File: src/design/meter_teleinfo_line_checker_top_defines.svh
// Assertion macros shared by the line checker RTL.
// Included by files that carry concurrent checks; no other dependencies.
`ifndef METER_TELEINFO_LINE_CHECKER_TOP_DEFINES_SVH
`define METER_TELEINFO_LINE_CHECKER_TOP_DEFINES_SVH

`ifndef SYNTH
// Same-cycle implication under reset gating.
`define MTLC_ASSERT_NOW(label, clk, rst_n, ante, cons) \
	label: assert property (@(posedge clk) disable iff (!(rst_n)) (ante) |-> (cons)) \
		else $error("line checker assertion failed");
// Next-cycle implication under reset gating.
`define MTLC_ASSERT_NEXT(label, clk, rst_n, ante, cons) \
	label: assert property (@(posedge clk) disable iff (!(rst_n)) (ante) |=> (cons)) \
		else $error("line checker assertion failed");
`else
`define MTLC_ASSERT_NOW(label, clk, rst_n, ante, cons)
`define MTLC_ASSERT_NEXT(label, clk, rst_n, ante, cons)
`endif

`endif

File: src/design/mtlc_pkg.sv
// Shared types and constants of the line checker.
// No dependencies; used by every module.
package mtlc_pkg;

	localparam int DEF_LINE_CAPACITY = 256;

	localparam logic [6:0] CHAR_MASK = 7'h7F;
	localparam logic [6:0] CH_STX    = 7'h02;
	localparam logic [6:0] CH_ETX    = 7'h03;
	localparam logic [6:0] CH_LF     = 7'h0A;
	localparam logic [6:0] CH_CR     = 7'h0D;
	localparam logic [6:0] CH_TAB    = 7'h09;

	localparam logic [5:0] CHK_MASK   = 6'h3F;
	localparam logic [7:0] CHK_OFFSET = 8'h20;

	localparam logic [7:0] RST_LABEL_LEN = 8'd10;
	localparam logic [7:0] RST_STAMP_LEN = 8'd14;
	localparam logic [7:0] RST_VALUE_LEN = 8'd150;

	typedef enum logic [1:0] {
		REG_LABEL_LEN = 2'd0,
		REG_STAMP_LEN = 2'd1,
		REG_VALUE_LEN = 2'd2
	} reg_index_t;

	typedef enum logic [1:0] {
		ST_CONT = 2'd0,
		ST_OK   = 2'd1,
		ST_FAIL = 2'd2
	} status_t;

	typedef enum logic [1:0] {
		LS_IDLE,
		LS_OPEN,
		LS_BAD
	} line_state_t;

	typedef struct packed {
		logic [7:0] max_label_len;
		logic [7:0] max_stamp_len;
		logic [7:0] max_value_len;
	} cfg_t;

	typedef struct packed {
		status_t    status;
		logic       data_valid;
		logic [6:0] data_byte;
		logic [1:0] segment;
		logic       has_stamp;
	} res_t;

endpackage

File: src/design/mtlc_if.sv
// Valid/ready channel interfaces for the line checker request and result.
// Depends on nothing but the port widths of the block.
interface mtlc_in_if;
	logic       valid;
	logic       ready;
	logic [7:0] byte_in;

	modport source (output valid, output byte_in, input ready);
	modport sink (input valid, input byte_in, output ready);
endinterface

interface mtlc_out_if;
	logic       valid;
	logic       ready;
	logic [1:0] status;
	logic       data_valid;
	logic [6:0] data_byte;
	logic [1:0] segment;
	logic       has_stamp;

	modport source (output valid, output status, output data_valid, output data_byte,
		output segment, output has_stamp, input ready);
	modport sink (input valid, input status, input data_valid, input data_byte,
		input segment, input has_stamp, output ready);
endinterface

File: src/design/mtlc_cfg_regs.sv
// Limit registers of the line checker, written through a plain write port.
// Depends on mtlc_pkg.
module mtlc_cfg_regs (
	input  logic               clk,
	input  logic               arst_n,
	input  logic               wr_en,
	input  logic [1:0]         wr_index,
	input  logic [7:0]         wr_data,
	output mtlc_pkg::cfg_t     cfg
);

	mtlc_pkg::cfg_t cfg_q;

	always_ff @(posedge clk or negedge arst_n) begin
		if (!arst_n) begin
			cfg_q.max_label_len <= mtlc_pkg::RST_LABEL_LEN;
			cfg_q.max_stamp_len <= mtlc_pkg::RST_STAMP_LEN;
			cfg_q.max_value_len <= mtlc_pkg::RST_VALUE_LEN;
		end else if (wr_en) begin
			unique case (wr_index)
				mtlc_pkg::REG_LABEL_LEN: cfg_q.max_label_len <= wr_data;
				mtlc_pkg::REG_STAMP_LEN: cfg_q.max_stamp_len <= wr_data;
				mtlc_pkg::REG_VALUE_LEN: cfg_q.max_value_len <= wr_data;
				default: ; // unmapped index: drop the write
			endcase
		end
	end

	assign cfg = cfg_q;

endmodule

File: src/design/mtlc_line_core.sv
// Per-character line state and result logic of the line checker.
// Depends on mtlc_pkg; state advances only when step is high.
module mtlc_line_core #(
	parameter int LINE_CAPACITY = mtlc_pkg::DEF_LINE_CAPACITY
) (
	input  logic           clk,
	input  logic           arst_n,
	input  logic           step,
	input  logic [6:0]     ch,
	input  mtlc_pkg::cfg_t cfg,
	output mtlc_pkg::res_t res
);

	localparam int FILL_W = $clog2(LINE_CAPACITY);
	localparam int CMP_W  = (FILL_W > 8) ? FILL_W : 8;
	localparam logic [FILL_W-1:0] FULL_AT = FILL_W'(LINE_CAPACITY - 1);

	mtlc_pkg::line_state_t state_q, state_d;

	logic [FILL_W-1:0] fill_q, fill_d;
	logic [2:0]        sep_q, sep_d;
	logic [7:0]        sum_q, sum_d;
	logic [6:0]        first_q, first_d;
	logic [FILL_W-1:0] len_q [3];
	logic [FILL_W-1:0] len_d [3];
	logic [FILL_W-1:0] cur_q, cur_d;

	logic is_lf, is_cr, is_tab, is_abort;
	logic full, sep_ok, three, chk_ok, len_ok;
	logic [7:0] rest, chk;
	logic [FILL_W-1:0] stl, val;

	assign is_lf    = (ch == mtlc_pkg::CH_LF);
	assign is_cr    = (ch == mtlc_pkg::CH_CR);
	assign is_tab   = (ch == mtlc_pkg::CH_TAB);
	assign is_abort = (ch == mtlc_pkg::CH_STX) || (ch == mtlc_pkg::CH_ETX);

	assign full = (state_q == mtlc_pkg::LS_OPEN) && (fill_q >= FULL_AT);

	// checksum covers the line minus the first checksum byte itself
	assign rest   = sum_q - {1'b0, first_q};
	assign chk    = {2'b00, rest[5:0] & mtlc_pkg::CHK_MASK} + mtlc_pkg::CHK_OFFSET;
	assign chk_ok = (chk == {1'b0, first_q});

	assign sep_ok = (sep_q == 3'd2) || (sep_q == 3'd3);
	assign three  = (sep_q == 3'd3);
	assign stl    = three ? len_q[1] : '0;
	assign val    = three ? len_q[2] : len_q[1];
	assign len_ok = (CMP_W'(len_q[0]) <= CMP_W'(cfg.max_label_len))
		&& (CMP_W'(stl) <= CMP_W'(cfg.max_stamp_len))
		&& (CMP_W'(val) <= CMP_W'(cfg.max_value_len));

	// next line state
	always_comb begin
		state_d = state_q;
		unique case (state_q)
			mtlc_pkg::LS_IDLE: begin
				if (is_lf) state_d = mtlc_pkg::LS_OPEN;
			end
			mtlc_pkg::LS_BAD: begin
				if (is_lf) state_d = mtlc_pkg::LS_OPEN;
			end
			mtlc_pkg::LS_OPEN: begin
				if (full) begin
					state_d = mtlc_pkg::LS_BAD;
				end else if (is_abort) begin
					state_d = mtlc_pkg::LS_IDLE;
				end else if (is_cr) begin
					state_d = (sep_ok && chk_ok) ? mtlc_pkg::LS_IDLE : mtlc_pkg::LS_BAD;
				end else if (is_tab && three) begin
					state_d = mtlc_pkg::LS_BAD;
				end
			end
			default: state_d = mtlc_pkg::LS_IDLE;
		endcase
	end

	// line counters and result
	always_comb begin
		fill_d  = fill_q;
		sep_d   = sep_q;
		sum_d   = sum_q;
		first_d = first_q;
		len_d   = len_q;
		cur_d   = cur_q;
		res     = '0;
		res.status = mtlc_pkg::ST_CONT;

		if (full) begin
			res.status = mtlc_pkg::ST_FAIL;
		end else if (is_lf || ((state_q == mtlc_pkg::LS_OPEN) && is_abort)) begin
			fill_d  = '0;
			sep_d   = '0;
			sum_d   = '0;
			first_d = '0;
			len_d   = '{default: '0};
			cur_d   = '0;
		end else if (state_q == mtlc_pkg::LS_OPEN) begin
			if (is_cr) begin
				if (sep_ok && chk_ok) begin
					res.status    = len_ok ? mtlc_pkg::ST_OK : mtlc_pkg::ST_FAIL;
					res.has_stamp = len_ok && three;
					fill_d  = '0;
					sep_d   = '0;
					sum_d   = '0;
					first_d = '0;
					len_d   = '{default: '0};
					cur_d   = '0;
				end else begin
					res.status = mtlc_pkg::ST_FAIL;
				end
			end else if (is_tab) begin
				sep_d  = sep_q + 3'd1;
				fill_d = fill_q + FILL_W'(1);
				sum_d  = sum_q + {1'b0, mtlc_pkg::CH_TAB};
				if (three) begin
					res.status = mtlc_pkg::ST_FAIL;
				end else begin
					for (int i = 0; i < 3; i++) begin
						if (sep_q[1:0] == 2'(i)) len_d[i] = cur_q;
					end
					cur_d   = '0;
					first_d = '0;
				end
			end else begin
				fill_d = fill_q + FILL_W'(1);
				sum_d  = sum_q + {1'b0, ch};
				if (cur_q == '0) first_d = ch;
				cur_d  = cur_q + FILL_W'(1);
				res.data_valid = 1'b1;
				res.data_byte  = ch;
				res.segment    = sep_q[1:0];
			end
		end
	end

	always_ff @(posedge clk or negedge arst_n) begin
		if (!arst_n) begin
			state_q <= mtlc_pkg::LS_IDLE;
			fill_q  <= '0;
			sep_q   <= '0;
			sum_q   <= '0;
			first_q <= '0;
			len_q   <= '{default: '0};
			cur_q   <= '0;
		end else if (step) begin
			state_q <= state_d;
			fill_q  <= fill_d;
			sep_q   <= sep_d;
			sum_q   <= sum_d;
			first_q <= first_d;
			len_q   <= len_d;
			cur_q   <= cur_d;
		end
	end

endmodule

File: src/design/meter_teleinfo_line_checker_top.sv
// Line checker for a metering serial stream: one character per request in,
// one result per request out. A line opens with LF and closes with CR; TAB
// splits label, optional timestamp, value and checksum; STX or ETX abort the
// line. Every content byte is echoed with its segment number, and CR reports
// the line ok (with a timestamp flag) or failed. A request is taken into an
// input register, evaluated in one pass of logic against the line state, and
// its result lands in an output register, so one request per clock is
// sustained while results are taken; an empty input register still accepts
// while a result waits downstream. Throughput stalls only when both registers
// are full and the result is not being taken. The three limit registers are
// written through wr_en/wr_index/wr_data; the user must do so only while the
// block is idle, which the block does not enforce. An index of 3 is ignored.
// No clearing pass runs after reset. Depends on mtlc_pkg, the channel interfaces, mtlc_cfg_regs and mtlc_line_core.
`include "meter_teleinfo_line_checker_top_defines.svh"

module meter_teleinfo_line_checker_top #(
	parameter int LINE_CAPACITY = mtlc_pkg::DEF_LINE_CAPACITY
) (
	input  logic        clk,
	input  logic        arst_n,
	mtlc_in_if.sink     in_ch,
	mtlc_out_if.source  out_ch,
	input  logic        wr_en,
	input  logic [1:0]  wr_index,
	input  logic [7:0]  wr_data
);

	mtlc_pkg::cfg_t cfg;
	mtlc_pkg::res_t res;

	logic       valid_s1;
	logic [6:0] byte_s1;
	logic       valid_s2;
	mtlc_pkg::res_t res_s2;

	logic adv_s2;
	logic step;

	// the result register frees up when empty or being taken this cycle
	assign adv_s2      = !valid_s2 || out_ch.ready;
	assign step        = valid_s1 && adv_s2;
	assign in_ch.ready = !valid_s1 || adv_s2;

	mtlc_cfg_regs u_cfg (
		.clk      (clk),
		.arst_n   (arst_n),
		.wr_en    (wr_en),
		.wr_index (wr_index),
		.wr_data  (wr_data),
		.cfg      (cfg)
	);

	mtlc_line_core #(
		.LINE_CAPACITY (LINE_CAPACITY)
	) u_core (
		.clk    (clk),
		.arst_n (arst_n),
		.step   (step),
		.ch     (byte_s1),
		.cfg    (cfg),
		.res    (res)
	);

	// input register: hold the masked character until the core consumes it
	always_ff @(posedge clk or negedge arst_n) begin
		if (!arst_n) begin
			valid_s1 <= 1'b0;
		end else if (in_ch.ready) begin
			valid_s1 <= in_ch.valid;
		end
	end

	always_ff @(posedge clk) begin
		if (in_ch.valid && in_ch.ready) begin
			byte_s1 <= in_ch.byte_in[6:0] & mtlc_pkg::CHAR_MASK;
		end
	end

	// result register: advance on a free slot, otherwise hold for downstream
	always_ff @(posedge clk or negedge arst_n) begin
		if (!arst_n) begin
			valid_s2 <= 1'b0;
		end else if (adv_s2) begin
			valid_s2 <= valid_s1;
		end
	end

	always_ff @(posedge clk) begin
		if (step) begin
			res_s2 <= res;
		end
	end

	assign out_ch.valid      = valid_s2;
	assign out_ch.status     = res_s2.status;
	assign out_ch.data_valid = res_s2.data_valid;
	assign out_ch.data_byte  = res_s2.data_byte;
	assign out_ch.segment    = res_s2.segment;
	assign out_ch.has_stamp  = res_s2.has_stamp;

	// an echoed byte never comes with a line verdict
	`MTLC_ASSERT_NOW(a_echo_is_cont, clk, arst_n, valid_s2 && res_s2.data_valid, res_s2.status == mtlc_pkg::ST_CONT)
	// the timestamp flag only rides on a good line
	`MTLC_ASSERT_NOW(a_stamp_on_ok, clk, arst_n, valid_s2 && res_s2.has_stamp, res_s2.status == mtlc_pkg::ST_OK)
	// input backpressure only when both registers are occupied
	`MTLC_ASSERT_NOW(a_ready_low_full, clk, arst_n, !in_ch.ready, valid_s1 && valid_s2 && !out_ch.ready)
	// a character blocked in the input register stays there unchanged
	`MTLC_ASSERT_NEXT(a_s1_held, clk, arst_n, valid_s1 && !adv_s2, valid_s1 && $stable(byte_s1))

endmodule
File: src/flat_wrapper.sv
// flat-port wrapper written by rule: the top's interface ports become plain ports
module meter_teleinfo_line_checker_top_flat 
#(
	parameter int LINE_CAPACITY = mtlc_pkg::DEF_LINE_CAPACITY
)
  (clk, arst_n, wr_en, wr_index, wr_data, in_ch_valid, in_ch_byte_in, in_ch_ready, out_ch_valid, out_ch_status, out_ch_data_valid, out_ch_data_byte, out_ch_segment, out_ch_has_stamp, out_ch_ready);
  mtlc_in_if in_ch_i ();
  mtlc_out_if out_ch_i ();
  input  logic clk;
  input  logic arst_n;
  input  logic wr_en;
  input  logic [1:0] wr_index;
  input  logic [7:0] wr_data;
  input wire logic [$bits(in_ch_i.valid)-1:0] in_ch_valid;
  input wire logic [$bits(in_ch_i.byte_in)-1:0] in_ch_byte_in;
  output wire logic [$bits(in_ch_i.ready)-1:0] in_ch_ready;
  output wire logic [$bits(out_ch_i.valid)-1:0] out_ch_valid;
  output wire logic [$bits(out_ch_i.status)-1:0] out_ch_status;
  output wire logic [$bits(out_ch_i.data_valid)-1:0] out_ch_data_valid;
  output wire logic [$bits(out_ch_i.data_byte)-1:0] out_ch_data_byte;
  output wire logic [$bits(out_ch_i.segment)-1:0] out_ch_segment;
  output wire logic [$bits(out_ch_i.has_stamp)-1:0] out_ch_has_stamp;
  input wire logic [$bits(out_ch_i.ready)-1:0] out_ch_ready;
  assign in_ch_i.valid = in_ch_valid;
  assign in_ch_i.byte_in = in_ch_byte_in;
  assign in_ch_ready = in_ch_i.ready;
  assign out_ch_valid = out_ch_i.valid;
  assign out_ch_status = out_ch_i.status;
  assign out_ch_data_valid = out_ch_i.data_valid;
  assign out_ch_data_byte = out_ch_i.data_byte;
  assign out_ch_segment = out_ch_i.segment;
  assign out_ch_has_stamp = out_ch_i.has_stamp;
  assign out_ch_i.ready = out_ch_ready;
  meter_teleinfo_line_checker_top #(.LINE_CAPACITY(LINE_CAPACITY)) u_core (.clk(clk), .arst_n(arst_n), .in_ch(in_ch_i), .out_ch(out_ch_i), .wr_en(wr_en), .wr_index(wr_index), .wr_data(wr_data));
endmodule
File: config.mk
export PLATFORM = sky130hd
export DESIGN_NAME = meter_teleinfo_line_checker_top_flat
export DESIGN_NICKNAME = d
export VERILOG_FILES = /design/src/design/mtlc_pkg.sv /design/src/design/mtlc_if.sv /design/src/design/mtlc_cfg_regs.sv /design/src/design/mtlc_line_core.sv /design/src/design/meter_teleinfo_line_checker_top.sv /design/src/flat_wrapper.sv
export VERILOG_INCLUDE_DIRS = /design/src /design/src/design
export SDC_FILE = /design/constraint.sdc
export NUM_CORES = 1
export LEC_CHECK = 0
export BUFFER_PORTS_ARGS = -buffer_cell sky130_fd_sc_hd__buf_4
export CAP_MARGIN = 30
export CORE_MARGIN = 2
export CORE_UTILIZATION = 60
export CTS_CLUSTER_DIAMETER = 150
export DETAILED_ROUTE_END_ITERATION = 16
export GPL_ROUTABILITY_DRIVEN = 0
export HOLD_SLACK_MARGIN = 0.1
export PLACE_DENSITY = 0.79
export SYNTH_ARGS = -nofsm -noshare
export SYNTH_HDL_FRONTEND = slang
export SYNTH_SLANG_ARGS = --single-unit
File: constraint.sdc
create_clock -name clk -period 5 [get_ports clk]
set_input_delay 0 -clock clk [delete_from_list [all_inputs] [get_ports clk]]
set_output_delay 0 -clock clk [all_outputs]
set_load 0.03 [all_outputs]
## Word-level counts from Yosys, hierarchy flattened

Index checks and enable logic that the tools add are counted.

| operators by class | value |
|---|---|
| reductions and logical operators | 42 |
| order comparisons | 4 |
| bitwise logic cells | 4 |
| add/sub/neg operators | 7 |
| multiplexer cells | 54 |
| equality and inequality tests | 19 |

Operator list:

| cell | number |
|---|---|
| 24-bit 2-to-1 mux | 6 |
| 8-bit 2-to-1 mux | 18 |
| 7-bit 2-to-1 mux | 7 |
| 13-bit 2-to-1 mux | 2 |
| 8-bit less-or-equal comparator | 3 |
| 2-bit 2-to-1 mux | 11 |
| 7-bit by 4-bit equality test with 1-bit output, second input constant | 3 |
| 7-bit AND reduction | 3 |
| 10-bit 2-to-1 mux | 2 |
| 8-bit by 1-bit adder with 8-bit output, second input constant | 2 |
| 3-bit 2-to-1 mux | 5 |
| 7-bit by 2-bit equality test with 1-bit output, second input constant | 2 |
| 3-bit nonzero test | 4 |
| 5-bit AND reduction | 2 |
| 5-bit OR reduction | 2 |
| 1-bit logical AND | 9 |
| 8-bit by 4-bit adder with 8-bit output, second input constant | 1 |
| 8-bit by 7-bit adder with 8-bit output | 1 |
| 8-bit >= comparator, second input constant | 1 |
| 8-bit zero test | 1 |
| 6-bit by 6-bit adder with 7-bit output, second input constant | 1 |
| 7-bit equality test | 1 |
| 2-bit by 1-bit equality test with 1-bit output, second input constant | 3 |
| 2-bit equality test, second input constant | 3 |
| 23 further kinds | 37 |

| storage, ports and cells | value |
|---|---|
| bits in registers | 106 |
| input bits | 23 |
| logic and storage cells | 151 |
| output and inout port bits | 15 |

## Logic depth before layout (Yosys ltp)

Gate-level depths: netlist of run 1.

| depth | value |
|---|---|
| depth after elaboration | 10 |
| mapped depth | 12 |
| gate-level depth less buffers | 11 |

## Cells and area by module

A second synthesis of run 1 with hierarchy kept.

| unflattened totals | value |
|---|---|
| cell total of the unflattened synthesis | 519 |
| area, all modules | 5781.8 um2 |

By module, submodules not included:

| module | sequential area each (um2) | times used | cells an instance | area each (um2) |
|---|---|---|---|---|
| mtlc_line_core | 1451.4 | 1 | 440 | 4154.0 |
| mtlc_cfg_regs | 611.8 | 1 | 51 | 923.4 |
| meter_teleinfo_line_checker_top | 650.6 | 1 | 28 | 704.4 |

## Worst setup path after synthesis of run 1

No wires, ideal clock.

| timing | value |
|---|---|
| kind | flip-flop to flip-flop |
| start | reg u_core.u_core.sep_q[0] |
| end | reg u_core.res_s2, in the netlist u_core.out_ch.status[1], data pin |
| slack | 2139 ps |
| stages on the path, launching flop included | 13 |
| buffers on the path | 1 |
| data required time | 4735 ps |
| arrival | 2597 ps |
| clock period less this slack | 2861 ps |
| setup time | 265 ps |
| path through | dfrtp_1 > ha_1 > ha_1 > buf_2 > mux2_2 > ha_1 > nor2b_1 > o21a_1 > o21a_1 > o211ai_1 > a31oi_1 > nor4bb_1 > o21bai_1 |

| between the ends | value |
|---|---|
| word-level cells in the longest chain between the ends | 10 |
| elaborated cells between the ends (all ways) | 17 |
| those cells by class | 2 x order compare; 2 x eq/ne; 9 x mux; 4 x reduce/logical |

Ends and longest elaborated chain:

| element | RTL line | text |
|---|---|---|
| from (decl) | mtlc_line_core.sv:21 | `logic [2:0] sep_q, sep_d;` |
| from (signal assigned) | mtlc_line_core.sv:149 | `sep_q <= sep_d;` |
| 3-bit by 2-bit equality test with 1-bit output | mtlc_line_core.sv:45, mtlc_line_core.sv:46 |  |
| 8-bit 2-to-1 mux | mtlc_line_core.sv:47 | `assign stl = three ? len_q[1] : '0;` |
| 8-bit less-or-equal comparator | mtlc_line_core.sv:50 | `&& (CMP_W'(stl) <= CMP_W'(cfg.max_stamp_len))` |
| 1-bit logical AND | mtlc_line_core.sv:50 |  |
| 1-bit logical AND | mtlc_line_core.sv:51 | `&& (CMP_W'(val) <= CMP_W'(cfg.max_value_len));` |
| 2-bit 2-to-1 mux | mtlc_line_core.sv:101 | `res.status = len_ok ? mtlc_pkg::ST_OK : mtlc_pkg::ST_FAIL;` |
| 2-bit 2-to-1 mux | mtlc_line_core.sv:100 | `if (sep_ok && chk_ok) begin` |
| 2-bit 2-to-1 mux * | mtlc_line_core.sv:99 | `if (is_cr) begin` |
| 13-bit 2-to-1 mux * | mtlc_line_core.sv:98 | `end else if (state_q == mtlc_pkg::LS_OPEN) begin` |
| 13-bit 2-to-1 mux * | mtlc_line_core.sv:91 | `end else if (is_lf \|\| ((state_q == mtlc_pkg::LS_OPEN) && is_abort)) begin` |
| to (signal assigned) | meter_teleinfo_line_checker_top.sv:90 | `res_s2 <= res;` |
| to (decl) | meter_teleinfo_line_checker_top.sv:34 | `mtlc_pkg::res_t res_s2;` |

Every way passes the cells marked *; elsewhere a longest branch is shown, timed or not.
A chain may end at the register's enable or synchronous reset.

## Worst setup path in the final report of run 1

| timing | value |
|---|---|
| start | reg u_core.u_core.first_q[0] |
| end | reg u_core.u_core.len_q[9] (netlist name) |

| between the ends | value |
|---|---|
| word-level cells in the longest chain between the ends | 6 |

Ends and longest elaborated chain:

| element | RTL line | text |
|---|---|---|
| from (decl) | mtlc_line_core.sv:23 | `logic [6:0] first_q, first_d;` |
| from (signal assigned) | mtlc_line_core.sv:151 | `first_q <= first_d;` |
| 6-bit subtractor | mtlc_line_core.sv:41 | `assign rest = sum_q - {1'b0, first_q};` |
| 6-bit by 6-bit adder with 7-bit output | mtlc_line_core.sv:42 | `assign chk = {2'b00, rest[5:0] & mtlc_pkg::CHK_MASK} + mtlc_pkg::CHK_OFFSET;` |
| 7-bit equality test * | mtlc_line_core.sv:43 | `assign chk_ok = (chk == {1'b0, first_q});` |
| 1-bit logical AND * | mtlc_line_core.sv:100 |  |
| 3-bit by 1-bit != test with 1-bit output (no source line) * | -- |  |
| 7-bit AND reduction (no source line) * | -- |  |
| to (signal assigned) | mtlc_line_core.sv:152 | `len_q <= len_d;` |
| to (decl) | mtlc_line_core.sv:24 | `logic [FILL_W-1:0] len_q [3];` |

Marks and branches as above.

==> results of run 1 <==
[through the flow]
| stage | cells | power, µW |
|---|---|---|
| after CTS | 705 | 1990 |
| after detailed placement | 664 | 1470 |
| after global placement | 663 | 1440 |
| after global routing | 705 | 2080 |
| final | 705 | 1990 |
| after floorplan | 529 | 1340 |
[what timing repair did]
action / in CTS / in global routing
resized for setup: 0 / 0
endpoints found under the hold margin: 117 / 0
hold buffers: 25 / 0
[flip-flops by register name, indices dropped and copies added (netlist names), 6 cells and up]
register                 count
u_core.u_cfg.cfg            24
u_core.u_core.len_q         24
u_core.u_core.cur_q          8
u_core.u_core.fill_q         8
u_core.byte_s1               7
u_core.out_ch.data_byte      7
u_core.u_core.first_q        7
u_core.u_core.sum_q          6
[final cells by class]
| class | count | area, µm² |
|---|---|---|
| clock buffer | 9 | 124 |
| clock inverter | 7 | 62.6 |
| fill | 648 | 2710 |
| inverter | 42 | 158 |
| multi-input combinational | 369 | 2730 |
| sequential | 104 | 2710 |
| tap | 111 | 139 |
| timing repair buffer | 63 | 556 |
[layer usage]
layer  vias up  wire length, µm  global-route usage [%]
met4         0              311                    10.5
li1       2000                -                       -
met1      2145             5820                    38.4
met3        25              668                    4.37
met5         -                0                       0
met2       136             6150                    42.7
[how the worst min path moves through the flow]
stage          slack, ns                    to
4_1_cts             0.19  u_core.u_cfg.cfg[17]
3_5_place_dp       -0.08  u_core.u_cfg.cfg[23]
2_1_floorplan      -0.30   u_core.out_ch.valid
3_3_place_gp        0.18     u_core.byte_s1[3]
5_1_grt             0.23   u_core.u_cfg.cfg[2]
6_report            0.20  u_core.u_cfg.cfg[10]
[power by group through the flow]
stage / Combinational [µW] / Sequential, µW / Clock, µW
2_1_floorplan: 318 / 1020 / 0
3_3_place_gp: 415 / 1020 / 0
3_5_place_dp: 439 / 1030 / 0
4_1_cts: 459 / 1010 / 518
5_1_grt: 515 / 1020 / 547
6_report: 460 / 1010 / 516
[cell families (layout without fill, tap and decap cells)]
logic type      after synthesis  after routing
compound gates              106            106
flops                       104            104
buf+inv                      56            121
mux                          30             30
fa+ha+maj                    45             45
simple gates                170            170
xor+xnor                     18             18
[worst max-delay path, delay by kind of cell, from the launching register on]
family	cells	cell delay, ns
flops	1	0.44
compound gates	2	0.62
xor+xnor	1	0.15
simple gates	4	1.67
fa+ha+maj	2	0.74
[layout by cell type, fill, tap and decap left out, types with 12 or more instances in the layout]
cell	instances
nand4_1	12
ha_1	43
nand2_1	40
nor3_1	14
xnor2_1	12
dlygate4sd3_1	25
o21ai_0	27
nor2_1	22
dfrtp_1	75
a22o_1	27
inv_1	42
and2_1	22
edfxtp_1	20
mux2_2	28
a21oi_1	19
buf_4	37
==> run_results.csv, run 1 <==
group,metric,value,unit
clock_network,cts_setup_buffers,0,
power,p_int,1350,µW
yosys,yosys_warnings,0,
sta,period_needed,3.75,ns
clock_network,clockRootBuffer,"clkbuf_8",
drt,drcViolationCount,0,
drt,vias,4306,
worst_setup_path,reg2regPathDepth,9,
worst_setup_path,worstPathRequired,5.27,ns
clock_network,cts_tree,"yes",
worst_setup_path,cp-start-kind,"register",
placement,dpl.hpwl,8870,µm
drt,avgRoutedWirePerCell,18.4,µm
worst_setup_path,path_class,"reg2reg",
yosys,yosysMostFrequentCell,"dfrtp_1",
floorplan,core,9200,µm²
drt,drtIter0Drc,226,
yosys,synth_top_family_by_area,"simple AND/OR/NAND/NOR gates",
worst_setup_path,cp_max_fo,13,
yosys,synth-simple-area-share,16.6,%
cells_and_area,antenna_cells,0,
worst_setup_path,startpoint,"u_core.u_core.first_q[0]",
sta,rsz0062_at_grt,"no",
drt,final_antenna_net_count,0,
worst_setup_path,critical_path.endpoint,"u_core.u_core.len_q[9]",
placement,dp_slack,1.36,ns
worst_setup_path,cp_cell_sequence,"ha_1, fa_1, xor2_1, nand2_1, nor4_4, a41oi_2, nor2_1, nand3_1, a22o_1",
cells_and_area,final_layout_size_suffix_gt1_share,17.0,%
sta,whs,0.200,ns
yosys,synth_edf_count,20,
power,switching_share,31.9,%
floorplan,io_pins,38,
global_route,antenna_found_initial,0,
sta,slew_viol_final,0,
yosys,synth_top_area_cell,"dfrtp_1",
floorplan,die_area,10200,µm²
drt,avgViaCountPerCell,6.11,
worst_setup_path,reg2reg_slack,1.25,ns
drt,finalWirelength,12900,µm
sta,final.setup.tns,0,ns
yosys,syn_area_per_cell,10.7,µm²
worst_setup_path,worst_r2r_endpoint,"u_core.u_core.len_q[9]",
yosys,synth_top_area_share,33.2,%
yosys,ys_top_cells_by_area,"dfrtp_1, edfxtp_1, ha_1",
drt,drt_pre_antenna_iters,4,
yosys,yosys.area_share.adder,10.2,%
global_route,grt_pass1_wl,21400,µm
floorplan,initial_core_util,61.5,%
yosys,synth_area,5660,µm²
clock_network,cts_buffer_depth,2,
cells_and_area,num-nets-final,657,
yosys,synthMuxAreaShare,5.93,%
worst_setup_path,cp-end-kind,"register",
sta,fin_crit_sh,75.0,%
power,pwr_density_cell,307,nW/µm²
yosys,synth_common_cells,"dfrtp_1, ha_1, inv_1, nand2_1, mux2_2",
floorplan,die_w,101,µm
floorplan,die_h,101,µm
sta,hold_viol,0,
clock_network,cts.sinks,104,
placement,portBuffers,36,
clock_network,htree_levels,3,
min_path,min_path_type,"in2async",
cells_and_area,finalInstanceArea,6480,µm²
clock_network,clkTransAtPathRegs,0.11,ns
global_route,grt_pass1_vias,4331,
yosys,synth_compound_area_share,12.7,%
floorplan,placementRows,35,
worst_setup_path,critPathSlowestCell,"nor2_1",
yosys,ys_seq_area_share,48.0,%
worst_setup_path,crit_arrival,4.02,ns
power,seqPwrFrac,50.9,%
sta,fmax,267,MHz
yosys,synth_seq_cells,104,
worst_setup_path,r2r_start,"u_core.u_core.first_q[0]",
sta,slew-limit-headroom,39.4,%
sta,tightest_slew,0.905,ns
yosys,ys.flop_type,"dfrtp_1",
worst_setup_path,max_stage_delay,0.77,ns
cells_and_area,syn_to_final_growth,14.5,%
run,maxCapViolCount,0,
global_route,grt_max_degree,64,
power,p_clk_share,25.9,%
yosys,synth_fp_nets,597,
placement,placed_area,6050,µm²
power,switchingPower,635,µW
clock_network,numCtsBuffers,9,
cells_and_area,post-route-util,70.5,%
yosys,syn_inst,529,
yosys,ys_async_sr_fraction,80.8,%
sta,setup_viol,0,
sta,clock_skew,0.0173,ns
yosys,synth_xor_area_share,2.79,%
global_route,gr-total-overflow,0,
global_route,grt_use_total,27.2,%
power,p_leak,0.00300,µW
power,peakVddDrop,0.175,mV
status,status,"finished, final reports clean",
clock_network,clock_latency,0.39,ns
sta,worst_slack,1.25,ns
yosys,ys_types,52,
power,combinationalPowerShare,23.1,%
Note: power is estimated with default switching activity, not from simulation.
==> inputs of run 2 (changes only) <==
==> constraint.sdc (replaced) <==
create_clock -name clk -period 3.7 [get_ports clk]
set_input_delay 0 -clock clk [delete_from_list [all_inputs] [get_ports clk]]
set_output_delay 0 -clock clk [all_outputs]
set_load 0.03 [all_outputs]
==> run 2 against run 1 <==
Clock skew decreased by 0.0084 ns. Total power increased by 39%. Combinational power grew 36%. Utilization rose by 0.24 points. Clock power grew 47%. Critical path depth up 2. Cell area is 0.35% higher. Hold slack got worse by 0.066 ns. Flip-flop and latch count unchanged. Sequential share of layout area shrank 0.14 points. Count of clock-buffer cells in the layout grew 1. Fmax grew 11%. Largest power group unchanged.
==> run_results.csv, run 2 (synthesis results as in run 1) <==
group,metric,value,unit
min_path,min_path_type,"in2reg",
worst_setup_path,max_stage_delay,0.53,ns
status,status,"finished, final reports clean",
cells_and_area,post-route-util,70.7,%
cells_and_area,layout_commonest_cell,"dfrtp_1",
global_route,grt_use_total,26.1,%
drt,drtIter0Drc,287,
clock_network,htree_levels,3,
placement,portBuffers,36,
worst_setup_path,cp-start-kind,"register",
cells_and_area,syn_to_final_growth,14.9,%
power,p_clk_share,27.6,%
cells_and_area,n_fill_cell,644,
worst_setup_path,cp-end-kind,"register",
worst_setup_path,critPathSlowestCell,"nor4bb_1",
sta,slew_viol_final,0,
clock_network,cts_buffer_depth,2,
floorplan,core,9200,µm²
cells_and_area,antenna_cells,0,
sta,rsz0062_at_grt,"no",
worst_setup_path,path_class,"reg2reg",
cells_and_area,num-nets-final,657,
cells_and_area,final_cell_mix,"dfrtp_1, ha_1, inv_1",
global_route,gr-total-overflow,0,
power,peakVddDrop,0.206,mV
cells_and_area,instances_no_fill,705,
power,combinationalPowerShare,22.7,%
clock_network,clockRootBuffer,"clkbuf_8",
placement,dp_cells,665,
drt,finalWirelength,12400,µm
floorplan,die_w,101,µm
sta,final.setup.tns,0,ns
sta,clock_skew,0.00886,ns
worst_setup_path,worstPathRequired,3.81,ns
power,switching_share,29.3,%
cells_and_area,final_layout_size_suffix_gt1_share,16.8,%
global_route,grt_max_degree,45,
sta,whs,0.134,ns
floorplan,die_area,10200,µm²
power,seqPwrFrac,49.7,%
sta,slew-limit-headroom,49.3,%
power,p_leak,0.00300,µW
sta,setup_viol,0,
drt,vias,4269,
placement,dpl.hpwl,8790,µm
floorplan,placementRows,35,
sta,period_needed,3.37,ns
drt,avgViaCountPerCell,6.06,
worst_setup_path,cp_cell_sequence,"ha_1, ha_1, mux2_2, ha_1, nor2b_1, o21a_1, o21a_1, o211ai_1, a31oi_1, nor4bb_1, o21bai_1",
clock_network,cts_tree,"yes",
sta,fmax,297,MHz
sta,tightest_slew,0.753,ns
power,pwr_density_cell,424,nW/µm²
drt,avgRoutedWirePerCell,17.6,µm
worst_setup_path,crit_arrival,3.48,ns
drt,final_antenna_net_count,0,
drt,drt_pre_antenna_iters,5,
global_route,grt_pass1_wl,20700,µm
floorplan,initial_core_util,61.5,%
floorplan,die_h,101,µm
sta,hold_viol,0,
power,p_int,1950,µW
clock_network,clock_latency,0.37,ns
clock_network,numCtsBuffers,9,
placement,dp_slack,0.354,ns
drt,drcViolationCount,0,
clock_network,cts_resized,0,
worst_setup_path,cp_max_fo,8,
clock_network,cts.sinks,104,
sta,fin_crit_sh,91.0,%
global_route,grt_pass1_vias,4215,
worst_setup_path,cpMostUsedCell,"ha_1",
clock_network,clkTransAtPathRegs,0.09,ns
floorplan,io_pins,38,
power,switchingPower,807,µW
sta,worst_slack,0.334,ns
run,maxCapViolCount,0,
global_route,antenna_found_initial,0,
-- run 2: cell count changes in the layout (fill, tap and decap cells not counted) --
cell | previous run | this run
bufinv_16 | 0 | 2
dlygate4sd3_1 | 25 | 24
inv_8 | 1 | 0
clkinv_1 | 0 | 1
clkinvlp_2 | 0 | 1
clkbuf_1 | 0 | 1
buf_4 | 37 | 38
inv_6 | 2 | 0
clkinvlp_4 | 1 | 2
clkinv_4 | 3 | 0
-- run 2: area by class of cell --
class / count / area (µm²) / share of cell area (%)
clock inverters: 6 / 83.8 / 1.29
repair buffers: 63 / 553 / 8.50
well taps: 111 / 139 / 2.14
inverters: 42 / 158 / 2.42
flip-flops and latches: 104 / 2710 / 41.7
clock buffers: 10 / 128 / 1.96
multi-input cells: 369 / 2730 / 42.0
-- run 2: routing by layer --
metal,wire length [µm],up-vias,GRT usage (%)
met1,5550,2129,36.5
met5,0,-,0
met2,5990,127,41.6
met4,148,0,6.55
met3,757,16,6.17
li1,-,1997,-
-- run 2: worst paths after layout --
path	startpoint	slack (ns)	depth (start not counted)	to
worst max-delay path	u_core.u_core.sep_q[0]	0.33	11	u_core.out_ch.status[1]
worst min register to register	u_core.u_core.len_q[5]	0.51	1	u_core.u_core.len_q[5]
max in group asynchronous	arst_n	2.92	3	u_core.u_core.first_q[1]
min in group asynchronous	arst_n	0.15	2	u_core.u_cfg.cfg[22]
worst min-delay path	wr_index[1]	0.13	4	u_core.u_cfg.cfg[22]
worst max register to register	u_core.u_core.sep_q[0]	0.33	11	u_core.out_ch.status[1]
-- run 2: power groups by stage --
| stage | registers (µW) | logic [µW] | clock network, µW |
|---|---|---|---|
| 2_1_floorplan | 1380 | 429 | 0 |
| 3_3_place_gp | 1380 | 561 | 0 |
| 3_5_place_dp | 1390 | 601 | 0 |
| 4_1_cts | 1370 | 625 | 777 |
| 5_1_grt | 1380 | 703 | 823 |
| 6_report | 1370 | 625 | 761 |
-- run 2: repair_timing --
| action | CTS | global route |
|---|---|---|
| hold buffers | 24 | 0 |
| endpoints found under the hold margin | 117 | 0 |
| setup buffers | 0 | 0 |
-- run 2: critical path: cells and delay by family (launching register included) --
| family | cells | cell delay (ns) |
|---|---|---|
| compound gates | 5 | 0.69 |
| fa+ha+maj | 3 | 0.91 |
| flops | 1 | 0.46 |
| mux | 1 | 0.39 |
| simple gates | 2 | 0.67 |
-- run 2: metrics by stage --
step | total power, µW | cell area, µm²
6_report | 2760 | 6500
3_3_place_gp | 1940 | 6030
5_1_grt | 2910 | 6500
4_1_cts | 2770 | 6500
2_1_floorplan | 1810 | 5660
3_5_place_dp | 1990 | 6050
